===== src/design/cau_pkg.sv =====
// Shared types, constants and helpers for the complex arithmetic unit.
// Used by every module of the unit; depends on nothing else.
`timescale 1ns / 1ps
package cau_pkg;

    // Fixed point format and quotient width
    localparam int DATA_W        = 16;
    localparam int FRAC_BITS_DEF = 8;
    localparam int QUO_W         = 17;
    localparam int DEN_W         = 32;
    localparam int REM_W         = 49;

    // Operation codes
    localparam logic [1:0] MODE_ADD = 2'd0;
    localparam logic [1:0] MODE_SUB = 2'd1;
    localparam logic [1:0] MODE_MUL = 2'd2;
    localparam logic [1:0] MODE_DIV = 2'd3;

    // Status codes
    localparam logic [1:0] ST_OK   = 2'd0;
    localparam logic [1:0] ST_DIVZ = 2'd1;
    localparam logic [1:0] ST_SAT  = 2'd2;

    localparam logic signed [DATA_W-1:0] Q_MAX = 16'sh7FFF;
    localparam logic signed [DATA_W-1:0] Q_MIN = 16'sh8000;

    // One lane of the long division: sign, overflow, remainder, quotient
    typedef struct packed {
        logic              neg;
        logic              ovf;
        logic [REM_W-1:0]  rem;
        logic [QUO_W-1:0]  quo;
    } t_lane;

    // Beat travelling down the row of division cells
    typedef struct packed {
        logic                     is_div;
        logic [1:0]               status;
        logic signed [DATA_W-1:0] byp_re;
        logic signed [DATA_W-1:0] byp_im;
        logic [DEN_W-1:0]         den;
        t_lane                    re;
        t_lane                    im;
    } t_div;

    typedef struct packed {
        logic                     sat;
        logic signed [DATA_W-1:0] val;
    } t_sat;

    // Clamp a 34-bit signed value to the 16-bit signed range
    function automatic t_sat sat34(input logic signed [33:0] v);
        t_sat r;
        r.sat = 1'b0;
        r.val = v[DATA_W-1:0];
        if (v > 34'sd32767) begin
            r.sat = 1'b1;
            r.val = Q_MAX;
        end else if (v < -34'sd32768) begin
            r.sat = 1'b1;
            r.val = Q_MIN;
        end
        return r;
    endfunction

    // Apply sign to a quotient magnitude and clamp it
    function automatic t_sat fix_quo(input t_lane l);
        t_sat r;
        logic signed [DATA_W-1:0] mag;
        mag   = l.quo[DATA_W-1:0];
        r.sat = 1'b0;
        r.val = l.neg ? -mag : mag;
        if (l.ovf || (l.neg ? (l.quo > 17'd32768) : (l.quo > 17'd32767))) begin
            r.sat = 1'b1;
            r.val = l.neg ? Q_MIN : Q_MAX;
        end
        return r;
    endfunction

endpackage


===== src/design/cau_cell.sv =====
// One restoring-division cell: settles one quotient bit for both lanes.
// Depends on cau_pkg.
`timescale 1ns / 1ps
module cau_cell #(
    parameter int STEP = 0
) (
    input  logic          i_clk,
    input  logic          i_rst_n,
    input  logic          i_valid,
    output logic          o_ready,
    input  cau_pkg::t_div i_data,
    output logic          o_valid,
    input  logic          i_ready,
    output cau_pkg::t_div o_data
);

    logic          r_valid;
    cau_pkg::t_div r_data;
    cau_pkg::t_div n_data;

    assign o_ready = !r_valid || i_ready;

    // Subtract the divisor at this bit weight where it fits
    always_comb begin
        logic [cau_pkg::REM_W-1:0] dsh;
        dsh    = cau_pkg::REM_W'(i_data.den) << STEP;
        n_data = i_data;
        if (i_data.re.rem >= dsh) begin
            n_data.re.rem       = i_data.re.rem - dsh;
            n_data.re.quo[STEP] = 1'b1;
        end
        if (i_data.im.rem >= dsh) begin
            n_data.im.rem       = i_data.im.rem - dsh;
            n_data.im.quo[STEP] = 1'b1;
        end
    end

    always_ff @(posedge i_clk) begin
        if (!i_rst_n) begin
            r_valid <= 1'b0;
        end else if (o_ready) begin
            r_valid <= i_valid;
        end
        if (o_ready && i_valid) begin
            r_data <= n_data;
        end
    end

    assign o_valid = r_valid;
    assign o_data  = r_data;

endmodule


===== config.mk =====
export PLATFORM = sky130hd
export DESIGN_NAME = cau_cell
export DESIGN_NICKNAME = d
export VERILOG_FILES = /design/src/design/cau_pkg.sv /design/src/design/cau_cell.sv
export SDC_FILE = /design/constraint.sdc
export NUM_CORES = 1
export LEC_CHECK = 0
export BUFFER_PORTS_ARGS = -buffer_cell sky130_fd_sc_hd__buf_2
export CAP_MARGIN = 20
export CORE_ASPECT_RATIO = 0.6
export CORE_MARGIN = 1
export CORE_UTILIZATION = 50
export CTS_CLUSTER_DIAMETER = 30
export CTS_CLUSTER_SIZE = 20
export DETAILED_ROUTE_END_ITERATION = 16
export GPL_TIMING_DRIVEN = 0
export PLACE_DENSITY = 0.9
export SYNTH_ARGS = -nofsm -noshare
export SYNTH_HDL_FRONTEND = slang
export SYNTH_SLANG_ARGS = --single-unit

===== constraint.sdc =====
create_clock -name i_clk -period 12.4 [get_ports i_clk]
set_clock_uncertainty 0.15 [all_clocks]
set_input_delay 1.24 -clock i_clk [delete_from_list [all_inputs] [get_ports i_clk]]
set_output_delay 1.24 -clock i_clk [all_outputs]
set_load 0.005 [all_outputs]

==> metrics <==
count of flip-flops with a built-in enable after synthesis 203; hold slack 458 ps; H-tree depth 1; Vias/cell 5.65; critical path data required time 12570 ps; vias after detailed routing 10400; arrival time of data at the critical path endpoint 4720 ps; worst min path class flip-flop to flip-flop; total gr overflow 0; hold buffer count at CTS 0; number of clock sinks 204; leak pwr 6.34 nW; power density over the cells 136 nW/um^2; Ys Warns 0; Max Cap Viol 0; setup repair after global routing missed its margin no; main area contributors after synthesis edfxtp_1 53%, ha_1 7.0%, a21oi_1 4.3%; cell count of the worst reg-to-reg path 3; top flip-flop cell by instance count after synthesis edfxtp_1; share of post-route cells with drive strength above 1 0.326; drt first pass iters 7; post-synth cell types 65; Final Non-Filler Cells 1836; placed instance area 14000 um^2; antenna violations before repair 6; Slew Limit Headroom 0.381; most frequent standard cell in the layout excluding fill and tap cells buf_2; latest clock arrival within the worst-skew pair 550 ps; cell area after synthesis 11500 um^2; average instance area after synthesis 10.8 um^2; Final Util 0.669; global-route wire length before repair 54000 um; Tcrit/Tclk final 0.367; # port buffers 410; area of the core 22300 um^2; detailed placement HPWL 29100 um; slowest stage delay, CP 640 ps; pin count of the biggest net entering global routing 77; worst-case vdd ir drop 124 uV; buffers inserted by post-CTS timing repair 0; result of the run finished clean; element type at the critical path end flip-flop; final design area excluding fillers 14900 um^2; number of setup violations in the final report 0; Die Footprint 23500 um^2; worst-path fanout max 10; launch point of the worst hold path o_valid; cell taking the most area after synthesis edfxtp_1; hold worst-path end o_valid; max-slew violation count 0; fraction of synthesized cell area taken by the top area cell type 0.532; final setup TNS 0 ps; Setup crit start kind input pin; cells resized by post-CTS repair 0; number of placement rows 42; transition at the pin with the smallest max-transition slack 928 ps; cell count after placement 1777; floorplan die width 197 um; share of flip-flops with an asynchronous set or reset 0; sequential element share of the synthesized area 0.534; Antenna Violating Nets Remaining 0; final hold violation count 0; drt total wl 36500 um; highest-delay cell along the critical path a2111oi_1; crit path kind input pin to flip-flop; cell depth of the worst min-delay path 2; minimum period implied by the final worst setup slack 4550 ps; series of cell instances along the critical path buf_2, inv_1, ha_1, clkbuf_1, a21o_1, a211oi_1, nand4_1, a2111oi_1, and3_4, buf_4, buf_2, nand2_1, o21ai_0; vias in the first global route 9555; library cell used as clock root buffer clkbuf_16; net total in the final layout 1773; routability congestion estimate 0.960; Crit Reg-Reg Startpoint o_valid; CTS tree done; Max Fclk 0.220 GHz; Starting Density 0.514; die outline height 119 um; TritonCTS buffer count 29; synthesized instance count 1057; I/O pin total 412; number of remaining DRC errors 0; maximum clock insertion buffer count 3; synthesized flop and latch total 204; clock edge transition at the registers on the reported setup and hold paths 60 ps; iteration-0 DRC count of the detailed router 1036; most used cells in the layout excluding fill and tap cells 425 x buf_2, 203 x edfxtp_1, 98 x a21oi_1, 97 x nand2_1, 80 x nor2_1; aggregate global-route resource usage 0.302; number of nets produced by synthesis 1330; post-synthesis to final-layout area growth 30.0%; worst reg-to-reg setup slack 10240 ps; CP dominant cell by count buf_2; detail-routed net length per standard cell 19.9 um; endpoint of the worst-slack reg-to-reg timing path o_data[165]
## cells in the mapped netlist (4+ instances only)
cell,count
a211o_1,4
a211oi_1,7
a21boi_0,4
a21o_1,23
a21oi_1,98
a31o_2,4
a31oi_1,9
and2_1,9
and3_1,5
buf_2,15
clkbuf_1,25
edfxtp_1,203
ha_1,64
inv_1,51
mux2_2,5
nand2_1,97
nand2b_1,17
nand3_1,28
nand4_1,28
nor2_1,80
nor2b_1,7
nor3_1,16
nor4_1,10
o211ai_1,5
o21a_1,9
o21ai_0,61
o21bai_1,11
o31ai_1,5
or2_2,5
or3_1,6
or4_1,8
xnor2_1,50
xor2_1,41
## flip-flops by register name, summed over array words and instances, names as in the netlist
signal,flops
o_data,203
o_valid,1
## per-stage QoR
step                      setup slack, ps  power, W
after floorplan                      5640   0.00109
after global placement               3840   0.00125
after detailed placement             7400   0.00125
after CTS                            7980   0.00204
after global routing                 7720   0.00211
final                                7850   0.00203
## power breakdown
part | leakage [nW] | total, W | internal [W] | switching (W)
registers | 1.97 | 0.000852 | 0.000836 | 0.0000152
clock network | 0.461 | 0.000787 | 0.000461 | 0.000326
logic | 3.91 | 0.000392 | 0.000161 | 0.000231
total | 6.34 | 0.00203 | 0.00146 | 0.000572
## kinds of logic after synthesis
| kind of cell | synth area share |
|---|---|
| simple gates | 0.141 |
| compound gates | 0.143 |
| flops | 0.534 |
| buf+inv | 0.0328 |
| xor+xnor | 0.0695 |
| fa+ha+maj | 0.0734 |
| mux | 0.00677 |
## critical path, delay by kind of cell
family                   cells  cell delay [ps]
adder cells (fa/ha/maj)      1              270
AO/OA/AOI/OAI                4             1570
AND/OR/NAND/NOR              3              660
buffers and inverters        5              970
## cell type report
| type | count | area, um^2 |
|---|---|---|
| Clock inverter | 21 | 189 |
| Tap cell | 308 | 385 |
| Clock buffer | 33 | 741 |
| Fill cell | 1770 | 7380 |
| Timing Repair Buffer | 412 | 2110 |
| Antenna cell | 5 | 12.5 |
| Multi-Input combinational cell | 759 | 4970 |
| Inverter | 51 | 191 |
| Buffer | 43 | 184 |
| Sequential cell | 204 | 6120 |
## per-layer routing
metal  vias to the layer above  share of wire  GRT usage
met5                         -        0.00071          0
met4                         4          0.019     0.0669
met3                        60           0.11     0.0867
met2                       520           0.45      0.469
met1                      4973           0.42      0.418
li1                       4809              -          -
## how the worst max path moves through the flow
stage           startpoint          to  slack, ps  cells past startpoint
6_report       i_data[166]  o_data[40]       7850                     13
5_1_grt        i_data[166]  o_data[40]       7720                     13
4_1_cts        i_data[166]  o_data[41]       7980                     12
3_5_place_dp   i_data[166]  o_data[41]       7400                     12
3_3_place_gp       i_ready   o_data[4]       3840                      3
2_1_floorplan      i_ready   o_data[0]       5640                      2
No activity file was read; power rests on OpenSTA's default activity.
